===== src/rtl/lesd_pkg.sv =====
package lesd_pkg;

  // Position width of the hook and pallet channels and the limit registers
  localparam int unsigned POSITION_BITS = 8;
  localparam int unsigned POS_EXT_BITS  = POSITION_BITS + 1;
  localparam int unsigned COUNT_BITS    = 7;
  localparam int unsigned SENSOR_BITS   = 8;
  localparam int unsigned STATUS_BITS   = 2;

  // Input tdata layout, lowest bit first
  localparam int unsigned IN_HOOK_LSB    = 0;
  localparam int unsigned IN_PALLET_LSB  = IN_HOOK_LSB + POSITION_BITS;
  localparam int unsigned IN_SENSOR_LSB  = IN_PALLET_LSB + POSITION_BITS;
  localparam int unsigned IN_NETDOWN_BIT = IN_SENSOR_LSB + SENSOR_BITS;
  localparam int unsigned IN_ALIVE_BIT   = IN_NETDOWN_BIT + 1;
  localparam int unsigned IN_STALE_BIT   = IN_ALIVE_BIT + 1;
  localparam int unsigned IN_USED_BITS   = IN_STALE_BIT + 1;
  localparam int unsigned IN_TDATA_BITS  = ((IN_USED_BITS + 7) / 8) * 8;

  // Output tdata layout, lowest bit first
  localparam int unsigned OUT_HOOK_LSB   = 0;
  localparam int unsigned OUT_PALLET_LSB = OUT_HOOK_LSB + STATUS_BITS;
  localparam int unsigned OUT_ESTOP_BIT  = OUT_PALLET_LSB + STATUS_BITS;
  localparam int unsigned OUT_USED_BITS  = OUT_ESTOP_BIT + 1;
  localparam int unsigned OUT_TDATA_BITS = ((OUT_USED_BITS + 7) / 8) * 8;

  // Window and tick thresholds
  localparam logic [POSITION_BITS-1:0] NEAR_WINDOW     = POSITION_BITS'(5);
  localparam logic [POS_EXT_BITS-1:0]  NEAR_WINDOW_EXT = POS_EXT_BITS'(5);
  localparam logic [POSITION_BITS-1:0] STILL_WINDOW    = POSITION_BITS'(3);
  localparam logic [COUNT_BITS-1:0]    END_TICKS       = COUNT_BITS'(10);
  localparam logic [COUNT_BITS-1:0]    COUNT_CAP       = COUNT_BITS'(100);

  // Configuration register indexes
  localparam int unsigned CFG_ADDR_BITS = 2;
  localparam logic [CFG_ADDR_BITS-1:0] CFG_HOOK_LOW    = 2'd0;
  localparam logic [CFG_ADDR_BITS-1:0] CFG_HOOK_HIGH   = 2'd1;
  localparam logic [CFG_ADDR_BITS-1:0] CFG_PALLET_LOW  = 2'd2;
  localparam logic [CFG_ADDR_BITS-1:0] CFG_PALLET_HIGH = 2'd3;

  // Limit reset values
  localparam logic [POSITION_BITS-1:0] HOOK_LOW_RST    = POSITION_BITS'(182);
  localparam logic [POSITION_BITS-1:0] HOOK_HIGH_RST   = POSITION_BITS'(254);
  localparam logic [POSITION_BITS-1:0] PALLET_LOW_RST  = POSITION_BITS'(213);
  localparam logic [POSITION_BITS-1:0] PALLET_HIGH_RST = POSITION_BITS'(254);

  // Status codes
  localparam logic [STATUS_BITS-1:0] HOOK_NONE      = 2'd0;
  localparam logic [STATUS_BITS-1:0] HOOK_BLOCKED   = 2'd1;
  localparam logic [STATUS_BITS-1:0] HOOK_LOWER     = 2'd2;
  localparam logic [STATUS_BITS-1:0] HOOK_UPPER     = 2'd3;
  localparam logic [STATUS_BITS-1:0] PALLET_NONE    = 2'd0;
  localparam logic [STATUS_BITS-1:0] PALLET_LOWER   = 2'd1;
  localparam logic [STATUS_BITS-1:0] PALLET_UPPER   = 2'd2;

  // Per-item control handed from the input stage to the trackers
  typedef struct packed {
    logic advance;
  } step_ctrl_t;

  function automatic logic [POSITION_BITS-1:0] absdiff(
    input logic [POSITION_BITS-1:0] a,
    input logic [POSITION_BITS-1:0] b
  );
    absdiff = (a >= b) ? (a - b) : (b - a);
  endfunction

  // Saturating increment
  function automatic logic [COUNT_BITS-1:0] bump(input logic [COUNT_BITS-1:0] c);
    bump = (c >= COUNT_CAP) ? COUNT_CAP : (c + COUNT_BITS'(1));
  endfunction

endpackage


===== src/rtl/lift_end_stop_and_stall_detector.sv =====
// Channel   | Dir | Handshake                    | Payload
// s_axis    | in  | s_axis_tvalid / tready       | hook, pallet, sensor, net down, alive, stale
// m_axis    | out | m_axis_tvalid / tready       | hook status, pallet status, emergency stop
// cfg       | in  | cfg_we_i (no wait)           | cfg_addr_i selects limit, cfg_data_i value
//
// One item per cycle sustained while m_axis_tready is high; an input transaction
// reaches the result through an input register and a result register.
// Reset clears all counters, the hook reference and both valid flags, and loads
// the default limits. A stalled result holds in the result register while one
// more item waits in the input register; counters advance only when an item moves.
module lift_end_stop_and_stall_detector (
  input  logic                                 clk_i,
  input  logic                                 rst_ni,
  input  logic                                 s_axis_tvalid,
  output logic                                 s_axis_tready,
  // hook_position, pallet_position, sensor_state, link_down, planner_alive,
  // command_stale, zero fill
  input  logic [lesd_pkg::IN_TDATA_BITS-1:0]   s_axis_tdata,
  output logic                                 m_axis_tvalid,
  input  logic                                 m_axis_tready,
  // hook_status, pallet_status, emergency_stop, zero fill
  output logic [lesd_pkg::OUT_TDATA_BITS-1:0]  m_axis_tdata,
  input  logic                                 cfg_we_i,
  input  logic [lesd_pkg::CFG_ADDR_BITS-1:0]   cfg_addr_i,
  input  logic [lesd_pkg::POSITION_BITS-1:0]   cfg_data_i
);

  localparam int unsigned P = lesd_pkg::POSITION_BITS;

  logic [P-1:0] hook_low_q, hook_high_q, pallet_low_q, pallet_high_q;

  logic                                in_valid_q;
  logic [lesd_pkg::IN_USED_BITS-1:0]   in_data_q;
  logic                                out_valid_q;
  logic [lesd_pkg::OUT_USED_BITS-1:0]  out_data_q;
  logic [lesd_pkg::OUT_USED_BITS-1:0]  out_data_d;

  logic                                advance;
  lesd_pkg::step_ctrl_t                ctrl;

  logic [P-1:0]                        hook;
  logic [P-1:0]                        pallet;
  logic [lesd_pkg::SENSOR_BITS-1:0]    sensor;
  logic                                net_down, alive, stale, estop;
  logic                                hook_upper, hook_lower, pallet_upper, pallet_lower;
  logic                                blocked;
  logic [lesd_pkg::STATUS_BITS-1:0]    hook_status, pallet_status;

  // Limit registers
  always_ff @(posedge clk_i or negedge rst_ni) begin
    if (!rst_ni) begin
      hook_low_q    <= lesd_pkg::HOOK_LOW_RST;
      hook_high_q   <= lesd_pkg::HOOK_HIGH_RST;
      pallet_low_q  <= lesd_pkg::PALLET_LOW_RST;
      pallet_high_q <= lesd_pkg::PALLET_HIGH_RST;
    end else if (cfg_we_i) begin
      case (cfg_addr_i)
        lesd_pkg::CFG_HOOK_LOW:    hook_low_q    <= cfg_data_i;
        lesd_pkg::CFG_HOOK_HIGH:   hook_high_q   <= cfg_data_i;
        lesd_pkg::CFG_PALLET_LOW:  pallet_low_q  <= cfg_data_i;
        lesd_pkg::CFG_PALLET_HIGH: pallet_high_q <= cfg_data_i;
        default: ;
      endcase
    end
  end

  // Advance the held item whenever the result register is free or drains
  assign advance       = in_valid_q && (!out_valid_q || m_axis_tready);
  assign s_axis_tready = !in_valid_q || advance;
  assign ctrl.advance  = advance;

  // Input register
  always_ff @(posedge clk_i or negedge rst_ni) begin
    if (!rst_ni) begin
      in_valid_q <= 1'b0;
    end else if (s_axis_tready) begin
      in_valid_q <= s_axis_tvalid;
    end
  end

  always_ff @(posedge clk_i) begin
    if (s_axis_tvalid && s_axis_tready) begin
      in_data_q <= s_axis_tdata[lesd_pkg::IN_USED_BITS-1:0];
    end
  end

  // Unpack the held transaction
  assign hook     = in_data_q[lesd_pkg::IN_HOOK_LSB +: P];
  assign pallet   = in_data_q[lesd_pkg::IN_PALLET_LSB +: P];
  assign sensor   = in_data_q[lesd_pkg::IN_SENSOR_LSB +: lesd_pkg::SENSOR_BITS];
  assign net_down = in_data_q[lesd_pkg::IN_NETDOWN_BIT];
  assign alive    = in_data_q[lesd_pkg::IN_ALIVE_BIT];
  assign stale    = in_data_q[lesd_pkg::IN_STALE_BIT];

  lesd_end_counter u_hook_upper (
    .clk_i, .rst_ni, .ctrl_i(ctrl), .pos_i(hook), .limit_i(hook_low_q),
    .reached_o(hook_upper)
  );

  lesd_end_counter u_hook_lower (
    .clk_i, .rst_ni, .ctrl_i(ctrl), .pos_i(hook), .limit_i(hook_high_q),
    .reached_o(hook_lower)
  );

  lesd_end_counter u_pallet_upper (
    .clk_i, .rst_ni, .ctrl_i(ctrl), .pos_i(pallet), .limit_i(pallet_low_q),
    .reached_o(pallet_upper)
  );

  lesd_end_counter u_pallet_lower (
    .clk_i, .rst_ni, .ctrl_i(ctrl), .pos_i(pallet), .limit_i(pallet_high_q),
    .reached_o(pallet_lower)
  );

  lesd_still_tracker u_still (
    .clk_i, .rst_ni, .ctrl_i(ctrl), .hook_i(hook), .low_limit_i(hook_low_q),
    .high_limit_i(hook_high_q), .blocked_o(blocked)
  );

  // Resolve status: blocked over lower end over upper end
  always_comb begin
    hook_status = lesd_pkg::HOOK_NONE;
    if (hook_upper) hook_status = lesd_pkg::HOOK_UPPER;
    if (hook_lower) hook_status = lesd_pkg::HOOK_LOWER;
    if (blocked)    hook_status = lesd_pkg::HOOK_BLOCKED;
    pallet_status = lesd_pkg::PALLET_NONE;
    if (pallet_upper) pallet_status = lesd_pkg::PALLET_UPPER;
    if (pallet_lower) pallet_status = lesd_pkg::PALLET_LOWER;
  end

  assign estop = (sensor != '0) || net_down || !alive || stale;

  assign out_data_d = {estop, pallet_status, hook_status};

  // Result register
  always_ff @(posedge clk_i or negedge rst_ni) begin
    if (!rst_ni) begin
      out_valid_q <= 1'b0;
    end else if (advance) begin
      out_valid_q <= 1'b1;
    end else if (m_axis_tready) begin
      out_valid_q <= 1'b0;
    end
  end

  always_ff @(posedge clk_i) begin
    if (advance) begin
      out_data_q <= out_data_d;
    end
  end

  assign m_axis_tvalid = out_valid_q;
  assign m_axis_tdata  = lesd_pkg::OUT_TDATA_BITS'(out_data_q);

endmodule


===== src/rtl/lesd_end_counter.sv =====
module lesd_end_counter (
  input  logic                                clk_i,
  input  logic                                rst_ni,
  input  lesd_pkg::step_ctrl_t                ctrl_i,
  input  logic [lesd_pkg::POSITION_BITS-1:0]  pos_i,
  input  logic [lesd_pkg::POSITION_BITS-1:0]  limit_i,
  output logic                                reached_o
);

  logic [lesd_pkg::COUNT_BITS-1:0] count_q;
  logic [lesd_pkg::COUNT_BITS-1:0] count_d;
  logic                            near;

  // Bump while near the limit, clear otherwise
  assign near    = lesd_pkg::absdiff(pos_i, limit_i) < lesd_pkg::NEAR_WINDOW;
  assign count_d = near ? lesd_pkg::bump(count_q) : '0;
  assign reached_o = count_d > lesd_pkg::END_TICKS;

  always_ff @(posedge clk_i or negedge rst_ni) begin
    if (!rst_ni) begin
      count_q <= '0;
    end else if (ctrl_i.advance) begin
      count_q <= count_d;
    end
  end

endmodule


===== src/rtl/lesd_still_tracker.sv =====
module lesd_still_tracker (
  input  logic                                clk_i,
  input  logic                                rst_ni,
  input  lesd_pkg::step_ctrl_t                ctrl_i,
  input  logic [lesd_pkg::POSITION_BITS-1:0]  hook_i,
  input  logic [lesd_pkg::POSITION_BITS-1:0]  low_limit_i,
  input  logic [lesd_pkg::POSITION_BITS-1:0]  high_limit_i,
  output logic                                blocked_o
);

  logic [lesd_pkg::POSITION_BITS-1:0] ref_q;
  logic [lesd_pkg::POSITION_BITS-1:0] ref_d;
  logic [lesd_pkg::COUNT_BITS-1:0]    still_q;
  logic [lesd_pkg::COUNT_BITS-1:0]    still_d;
  logic [lesd_pkg::POS_EXT_BITS-1:0]  hook_ext;
  logic [lesd_pkg::POS_EXT_BITS-1:0]  mid_lo;
  logic [lesd_pkg::POS_EXT_BITS-1:0]  hook_plus;
  logic                               mid;
  logic                               moved;

  // Mid range: low + window <= hook <= high - window, compared without underflow
  assign hook_ext  = {1'b0, hook_i};
  assign mid_lo    = {1'b0, low_limit_i} + lesd_pkg::NEAR_WINDOW_EXT;
  assign hook_plus = hook_ext + lesd_pkg::NEAR_WINDOW_EXT;
  assign mid       = (hook_ext >= mid_lo) && (hook_plus <= {1'b0, high_limit_i});
  assign moved     = lesd_pkg::absdiff(hook_i, ref_q) > lesd_pkg::STILL_WINDOW;

  // Re-anchor on movement, count still ticks, clear outside the mid range
  always_comb begin
    ref_d   = ref_q;
    still_d = '0;
    if (mid) begin
      if (moved) begin
        ref_d = hook_i;
      end else begin
        still_d = lesd_pkg::bump(still_q);
      end
    end
  end

  assign blocked_o = mid && (still_d > lesd_pkg::END_TICKS);

  always_ff @(posedge clk_i or negedge rst_ni) begin
    if (!rst_ni) begin
      ref_q   <= '0;
      still_q <= '0;
    end else if (ctrl_i.advance) begin
      ref_q   <= ref_d;
      still_q <= still_d;
    end
  end

endmodule


===== config.mk =====
export PLATFORM = sky130hd
export DESIGN_NAME = lift_end_stop_and_stall_detector
export DESIGN_NICKNAME = d
export VERILOG_FILES = /design/src/rtl/lesd_pkg.sv /design/src/rtl/lift_end_stop_and_stall_detector.sv /design/src/rtl/lesd_end_counter.sv /design/src/rtl/lesd_still_tracker.sv
export SDC_FILE = /design/constraint.sdc
export NUM_CORES = 1
export LEC_CHECK = 0
export ABC_AREA = 1
export BUFFER_PORTS_ARGS = -buffer_cell sky130_fd_sc_hd__buf_2
export CAP_MARGIN = 10
export CORE_ASPECT_RATIO = 0.8
export CORE_MARGIN = 1.5
export CORE_UTILIZATION = 65
export CTS_BUF_LIST = sky130_fd_sc_hd__clkbuf_2 sky130_fd_sc_hd__clkbuf_4 sky130_fd_sc_hd__clkbuf_8
export DETAILED_ROUTE_END_ITERATION = 8
export GPL_ROUTABILITY_DRIVEN = 0
export GPL_TIMING_DRIVEN = 0
export PLACE_DENSITY_LB_ADDON = 0.05
export SETUP_SLACK_MARGIN = 0.2
export SYNTH_ARGS = -nofsm -noshare
export SYNTH_HDL_FRONTEND = slang
export SYNTH_SLANG_ARGS = --single-unit

===== constraint.sdc =====
create_clock -name clk_i -period 8.11 [get_ports clk_i]
set_input_delay 0.4055 -clock clk_i [delete_from_list [all_inputs] [get_ports clk_i]]
set_output_delay 0.4055 -clock clk_i [all_outputs]
set_load 0.01 [all_outputs]

-- Yosys cells after proc, flatten, opt, wreduce, memory -nomap -nowiden
Cells that the tools add are included.
Widths: inputs -> output; s select.
- bits in registers: 109
- input port bits: 47
- output and inout port bits: 10
- logic and storage cells: 99
- $add $sub $neg: 17
- magnitude comparators: 22
- eq/ne operators: 3
- mux-type cells: 21
- reductions and logical operators: 20
- operators by type and width (cell ; count):
    $sub 8x8->8 ; 10
    $mux 7 ; 11
    $ge 8x8->1 ; 5
    $mux 8 ; 5
    $add 7x1->7 const B ; 5
    $ge 7x7->1 const B ; 5
    $gt 7x4->1 const B ; 5
    $lt 8x3->1 const B ; 4
    $add 8x3->9 const B ; 2
    $ge 8x9->1 ; 1
    $le 9x8->1 ; 1
    $gt 8x2->1 const B ; 1
    $reduce_and 2->1 ; 4
    $reduce_bool 8->1 ; 1
    $mux 2 ; 3
    $logic_or 1x1->1 ; 5
    $eq 2x2->1 const B ; 2
    $logic_and 1x1->1 ; 4
    $logic_not 1->1 ; 3
    $reduce_and 3->1 ; 1
    $eq 2x1->1 const B ; 1
    $logic_not 2->1 ; 1
    $mux 1 ; 2
    $reduce_bool 2->1 ; 1

-- Longest topological paths before layout
- depth in word-level cells: 7
- gate-level depth with buffers: 21
- depth with buffers taken out: 21

-- Cells and area by module
Synthesis repeated with hierarchy kept, for this count alone.
- cell total of the unflattened synthesis: 1418
- area total of the unflattened synthesis: 9948.3 um^2
- modules (own cells, without submodules) (module ; instances ; cells an instance ; area an instance (um^2) ; sequential area each (um^2)):
    lesd_end_counter at u_hook_lower ... ; 3 ; 221 ; 1311.3 ; 175.2
    lift_end_stop_and_stall_detector ; 1 ; 187 ; 2447.3 ; 1841.8
    lesd_still_tracker ; 1 ; 354 ; 2255.9 ; 375.4
    lesd_end_counter at u_pallet_upper ; 1 ; 214 ; 1311.3 ; 175.2

-- Worst setup path after synthesis
Ideal clock, no wire load.
- kind: reg-to-reg
- start point: register in_data_q[1] in the netlist's numbering
- end point: register out_data_q[1] in the netlist's numbering, data pin
- setup time: 0.252 ns
- arrival: 2.696 ns
- data required time: 7.858 ns
- path slack: 5.162 ns
- cell stages (with the launch flop): 19
- path buffers: 0
- period minus slack after synthesis: 2.948 ns
- path through: edfxtp_1 ha_1 o21ai_1 or2_1 nor2_1 xor2_1 ha_1 a21oi_1 a21boi_0 nand2_1 nand2_1 nand2_1 nand2_1 nand3_1 nor2_1 and3_1 nand2_1 nand2_1 nor2_2
- longest elaborated chain between the ends: 7
- elaborated cells between the ends (all ways): 29
- classes of those cells: 7 x add/sub; 11 x order compare; 9 x mux; 2 x reduce/logical
- RTL lines (element ; line ; source):
    from (decl) ; lift_end_stop_and_stall_detector.sv:33 ; logic [lesd_pkg::IN_USED_BITS-1:0] in_data_q;
    from (signal assigned) ; lift_end_stop_and_stall_detector.sv:83 ; in_data_q <= s_axis_tdata[lesd_pkg::IN_USED_BITS-1:0];
    $sub 8x8->8 / $ge 8x8->1 (equally long branches) ; lesd_pkg.sv:65 ; absdiff = (a >= b) ? (a - b) : (b - a);
    $mux 8 ; lesd_pkg.sv:65 ;
    $lt 8x3->1 / $gt 8x2->1 (equally long branches) ; lesd_end_counter.sv:15, lesd_still_tracker.sv:26 ;
    $mux 7, on equally long branches ; lesd_end_counter.sv:16, lesd_still_tracker.sv:33 ;
    $gt 7x4->1 / $mux 7 (equally long branches) ; lesd_end_counter.sv:17, lesd_still_tracker.sv:32 ;
    $mux 2 / $gt 7x4->1 (equally long branches) ; lift_end_stop_and_stall_detector.sv:123, lesd_still_tracker.sv:41 ;
    $mux 2 / $logic_and 1x1->1 (equally long branches) ; lift_end_stop_and_stall_detector.sv:124, lesd_still_tracker.sv:41 ;
    to (signal assigned) ; lift_end_stop_and_stall_detector.sv:148 ; out_data_q <= out_data_d;
    to (decl) ; lift_end_stop_and_stall_detector.sv:35 ; logic [lesd_pkg::OUT_USED_BITS-1:0] out_data_q;
Parallel ways exist; a longest one is shown, timed or not.
A chain may end at the register's enable or synchronous reset.

-- Worst setup path in the final report
- start point: register in_data_q[1] in the netlist's numbering
- end point: register u_still.ref_q[5] in the netlist's numbering
- longest elaborated chain between the ends: 4
- elaborated cells between the ends (all ways): 10
- classes of those cells: 3 x add/sub; 4 x order compare; 1 x mux; 2 x reduce/logical
- RTL lines (element ; line ; source):
    $sub 8x8->8 (tied with other cells) ; lesd_pkg.sv:65 ;
    $mux 8 / $le 9x8->1 (equally long branches) ; lesd_pkg.sv:65, lesd_still_tracker.sv:25 ;
    $gt 8x2->1 / $logic_and 1x1->1 (equally long branches) ; lesd_still_tracker.sv:26, lesd_still_tracker.sv:25 ;
    $reduce_and 3->1 (no source line) * ; n/a ;
    to (signal assigned) ; lesd_still_tracker.sv:48 ; ref_q <= ref_d;
    to (decl) ; lesd_still_tracker.sv:11 ; logic [lesd_pkg::POSITION_BITS-1:0] ref_q;
Mark *: on every way between the ends. The rest lies on a longest branch, timed or not.

==> key figures <==
Status
  • Status: complete, no violations

Clocking
  • Cts bufs inserted: 9
  • Post-CTS resize count: 0
  • Root Buffer: clkbuf_8
  • Clock Pin Slew Worst Setup and Hold Paths: around 0.11 ns
  • Setup Buffers After CTS: 0
  • CTS H-tree lvls: 3
  • CTS tree: done
  • Clk sink count: around 110
  • Clock Tree Buf Depth: 2
  • Skew-Pair Late Insertion Delay: between 0.3 and 0.4 ns

Place
  • Area after DPL: slightly above 10000 um^2
  • IO Port Bufs: between 40 and 50
  • DP Wirelength: around 17000 um

Timing
  • Worst-margin pin slew: roughly 1.0 ns
  • Pins over their slew limit: 0
  • Setup tns final: 0 ns
  • Final Hold Viols: 0
  • Post-layout min period: between 3 and 4 ns
  • Setup-failing EPs final: 0
  • Unrepaired setup endpoints after global routing: false
  • Fmax: around 260 MHz
  • Clock skew: around 0.014 ns
  • Relative slew margins: 0.310
  • Fin crit share: 0.472

Critical path
  • WP buf/inv: 1
  • Crit Path Class: flop to flop
  • Crit path cell chain: ha_1, o21ai_1, or2_1, nor2_1, xor2_1, ha_1, a21oi_1, a21boi_0, nand2_1, nand2_1, nand2_1, nand2_1, nand3_1, nor2_1, nand3_2, buf_2, nand2_1, o21ai_0
  • CP top delay family: simple AND/OR/NAND/NOR gates
  • CP Depth: 18
  • R2r endpoint: u_still.ref_q[5]
  • Reg2reg path depth: 18
  • R2r setup slk: 4.28 ns
  • Crit path arrival time: 4.09 ns
  • CP most frequent cell: nand2_1
  • CP required: 8.37 ns
  • CP Max Fanout: 10
  • Slowest-stage cell, CP: edfxtp_1
  • Critical Path Max Stage Delay: a little under 0.8 ns
  • R2R Path Start: in_data_q[1]
  • Worst Setup End Kind: flop
  • Crit path launch type: flop

Logic synthesis
  • Syn. warnings: 0
  • Simple-gate share of the synthesized area: 0.285
  • Synth cell count leaders: 374 x nand2_1, 222 x inv_1, 103 x ha_1
  • Average size of a mapped cell: 7.25 um^2
  • Synth unique cells: ~50
  • Complex-gate fraction of the synthesized area: 0.104
  • Largest family of logic cells by synthesized area: simple AND/OR/NAND/NOR gates
  • Post-synth ARST share: 0.706
  • Seq/Total Area, Yosys: 0.305
  • Synth top area cells: nand2_1 15%, dfrtp_1 14%, ha_1 13%
  • Ys flop type: dfrtp_1
  • Cells after Synth: approximately 1.3k
  • Post-synth top area cell: nand2_1
  • Post-synth EDFFs: 32
  • Post-Synth XOR/XNOR Area: 0.0448
  • Synthesized area: ~9600 um^2
  • Synth Register Bits: 109
  • Top-count cell post-synth: nand2_1
  • Mux share of post-synthesis cell area: 0
  • Synth Area in Adders: 0.156
  • Top cell type's share of synthesized area: 0.147

Routing
  • Drt total wl: approximately 22000 um
  • DRT Pass-1 Iters: 6
  • DR iter-0 viols: between 500 and 600
  • Routed vias/inst: about 5.4
  • Routed vias: approximately 8.5k
  • Post-route ant nets: 0
  • # DRC: 0
  • Routed len/inst: 13.7 um

Final layout
  • Fin nets: 1543
  • Area grow syn2layout: 7.44%
  • Multi-input gate area: around 5700 um^2
  • Flip-flop and latch area: slightly below 3000 um^2
  • Design Area, Final: slightly above 10000 um^2
  • N_diodes: 0
  • Share of layout cells above drive strength 1: 0.111
  • Fill cell count: between 1k and 1.5k

Die
  • Io pins: 57
  • Vert. Die Dim: approximately 110 um
  • Die area: around 15000 um^2
  • DIE WIDTH: between 100 and 150 um
  • Placement row count: 39
  • Core box area: about 14000 um^2
  • Initial Util: 0.667

GRT
  • Initial antenna violation count: 0
  • Largest net degree at the start of global routing: slightly above 70
  • Total grt overflow: 0
  • Vias in the first global route: a little over 8k
  • Gr usage total: 0.295
  • First-pass GRT wire length: between 30000 and 40000 um

Pwr
  • Power Dens Cells: 209 nW/um^2
  • Lkg Pwr: 5.40 nW
  • VDD IR max: about 0.15 mV

Job
  • Max_cap viols: 0

Hold path
  • Hold path endpoint: in_data_q[8]
  • Worst Hold Class: primary input to flop
  • Hold Path Depth: 1
  • Hold_sp: s_axis_tdata[8]
[cell usage in the layout, fill, tap and decap left out, types with 3 or more instances in the layout]
master	Yosys	final
a21boi_0	3	3
a21o_1	3	3
a21oi_1	51	51
a311oi_1	3	3
a31oi_1	3	3
buf_2	5	52
buf_4	5	6
buf_6	4	4
clkbuf_1	10	10
clkbuf_8	0	9
conb_1	1	3
dfrtp_1	53	53
dfstp_2	24	24
edfxtp_1	32	32
fa_1	10	10
ha_1	103	103
inv_1	222	222
inv_2	4	4
inv_6	0	3
nand2_1	374	374
nand2_2	14	14
nand3_1	96	96
nand3_2	8	8
nand4_1	29	29
nor2_1	65	65
nor2_2	10	10
nor2_4	5	5
nor3_1	10	10
o211ai_1	5	5
o21a_1	5	5
o21ai_0	76	76
o21ai_1	7	7
o21bai_1	3	3
o22ai_1	4	4
xnor2_1	13	13
xor2_1	36	36
[registers in the layout, summed over array words and instances (netlist names), 5 cells and up]
name	cells
pallet_high_q	8
u_hook_upper.count_q	7
u_pallet_upper.count_q	7
u_hook_lower.count_q	7
in_data_q	27
u_still.still_q	7
hook_low_q	8
pallet_low_q	8
out_data_q	5
u_pallet_lower.count_q	7
hook_high_q	8
u_still.ref_q	8
[stage by stage]
stage / power (mW) / hold slack [ns] / util / setup WS [ns] / instances
final: 2.15 / 0.181 / 0.717 / 4.28 / 1572
after global routing: 2.34 / 0.160 / 0.717 / 4.04 / 1572
after CTS: 2.14 / 0.177 / 0.717 / 4.32 / 1572
after detailed placement: 1.81 / 0.251 / 0.703 / 4.40 / 1555
after global placement: 1.78 / 0.479 / 0.700 / 4.41 / 1554
after floorplan: 1.56 / 0.110 / - / 5.16 / 1322
[repair_timing]
item                       in CTS  in global routing
hold buffers                    1                  0
setup endpoints to repair       0                  0
hold endpoints to repair        7                  0
[worst reg2reg max path, cell delays in order, from the launching register on]
cell and delay [ns]:
edfxtp_1 0.78, ha_1 0.32, o21ai_1 0.09, or2_1 0.26, nor2_1 0.16, xor2_1 0.19, ha_1 0.27, a21oi_1 0.12
a21boi_0 0.19, nand2_1 0.07, nand2_1 0.05, nand2_1 0.04, nand2_1 0.07, nand3_1 0.18, nor2_1 0.28, nand3_2 0.22
buf_2 0.25, nand2_1 0.09, o21ai_0 0.09
[per-layer routing]
metal,global-route usage,part of all wire,vias up,routed length (um)
li1,-,-,4350,-
met3,0.0391,0.052,22,1120
met1,0.417,0.49,3866,10500
met4,0.0688,0.011,0,239
met2,0.486,0.45,231,9720
met5,0,0,-,0
[kinds of logic after synthesis]
group | Yosys count
AO/OA/AOI/OAI | 174
XOR/XNOR | 49
adder cells (fa/ha/maj) | 113
buffers and inverters | 252
flip-flops | 109
other | 1
AND/OR/NAND/NOR | 622
[area by class of cell]
class | count | share of cell area
sequential | 109 | 0.284
multi-input combinational | 961 | 0.550
clock buffer | 10 | 0.0128
timing repair buffer | 50 | 0.0273
inverter | 228 | 0.0835
tap | 184 | 0.0224
clock inverter | 6 | 0.00608
buffer | 24 | 0.0141
[how the worst max path moves through the flow]
stage | startpoint | to | slack, ns
2_1_floorplan | in_data_q[1] | out_data_q[1] | 5.16
3_5_place_dp | in_data_q[1] | u_still.ref_q[5] | 4.40
5_1_grt | in_data_q[1] | u_still.ref_q[4] | 4.04
6_report | in_data_q[1] | u_still.ref_q[5] | 4.28
4_1_cts | in_data_q[1] | u_still.ref_q[5] | 4.32
3_3_place_gp | in_data_q[1] | u_still.ref_q[5] | 4.41
[power by group]
part	leakage (nW)	internal (mW)	switching (mW)
clock network	0.100	0.124	0.206
logic	4.04	0.395	0.690
registers	1.26	0.652	0.0782
Note: power is estimated with default switching activity, not from simulation.
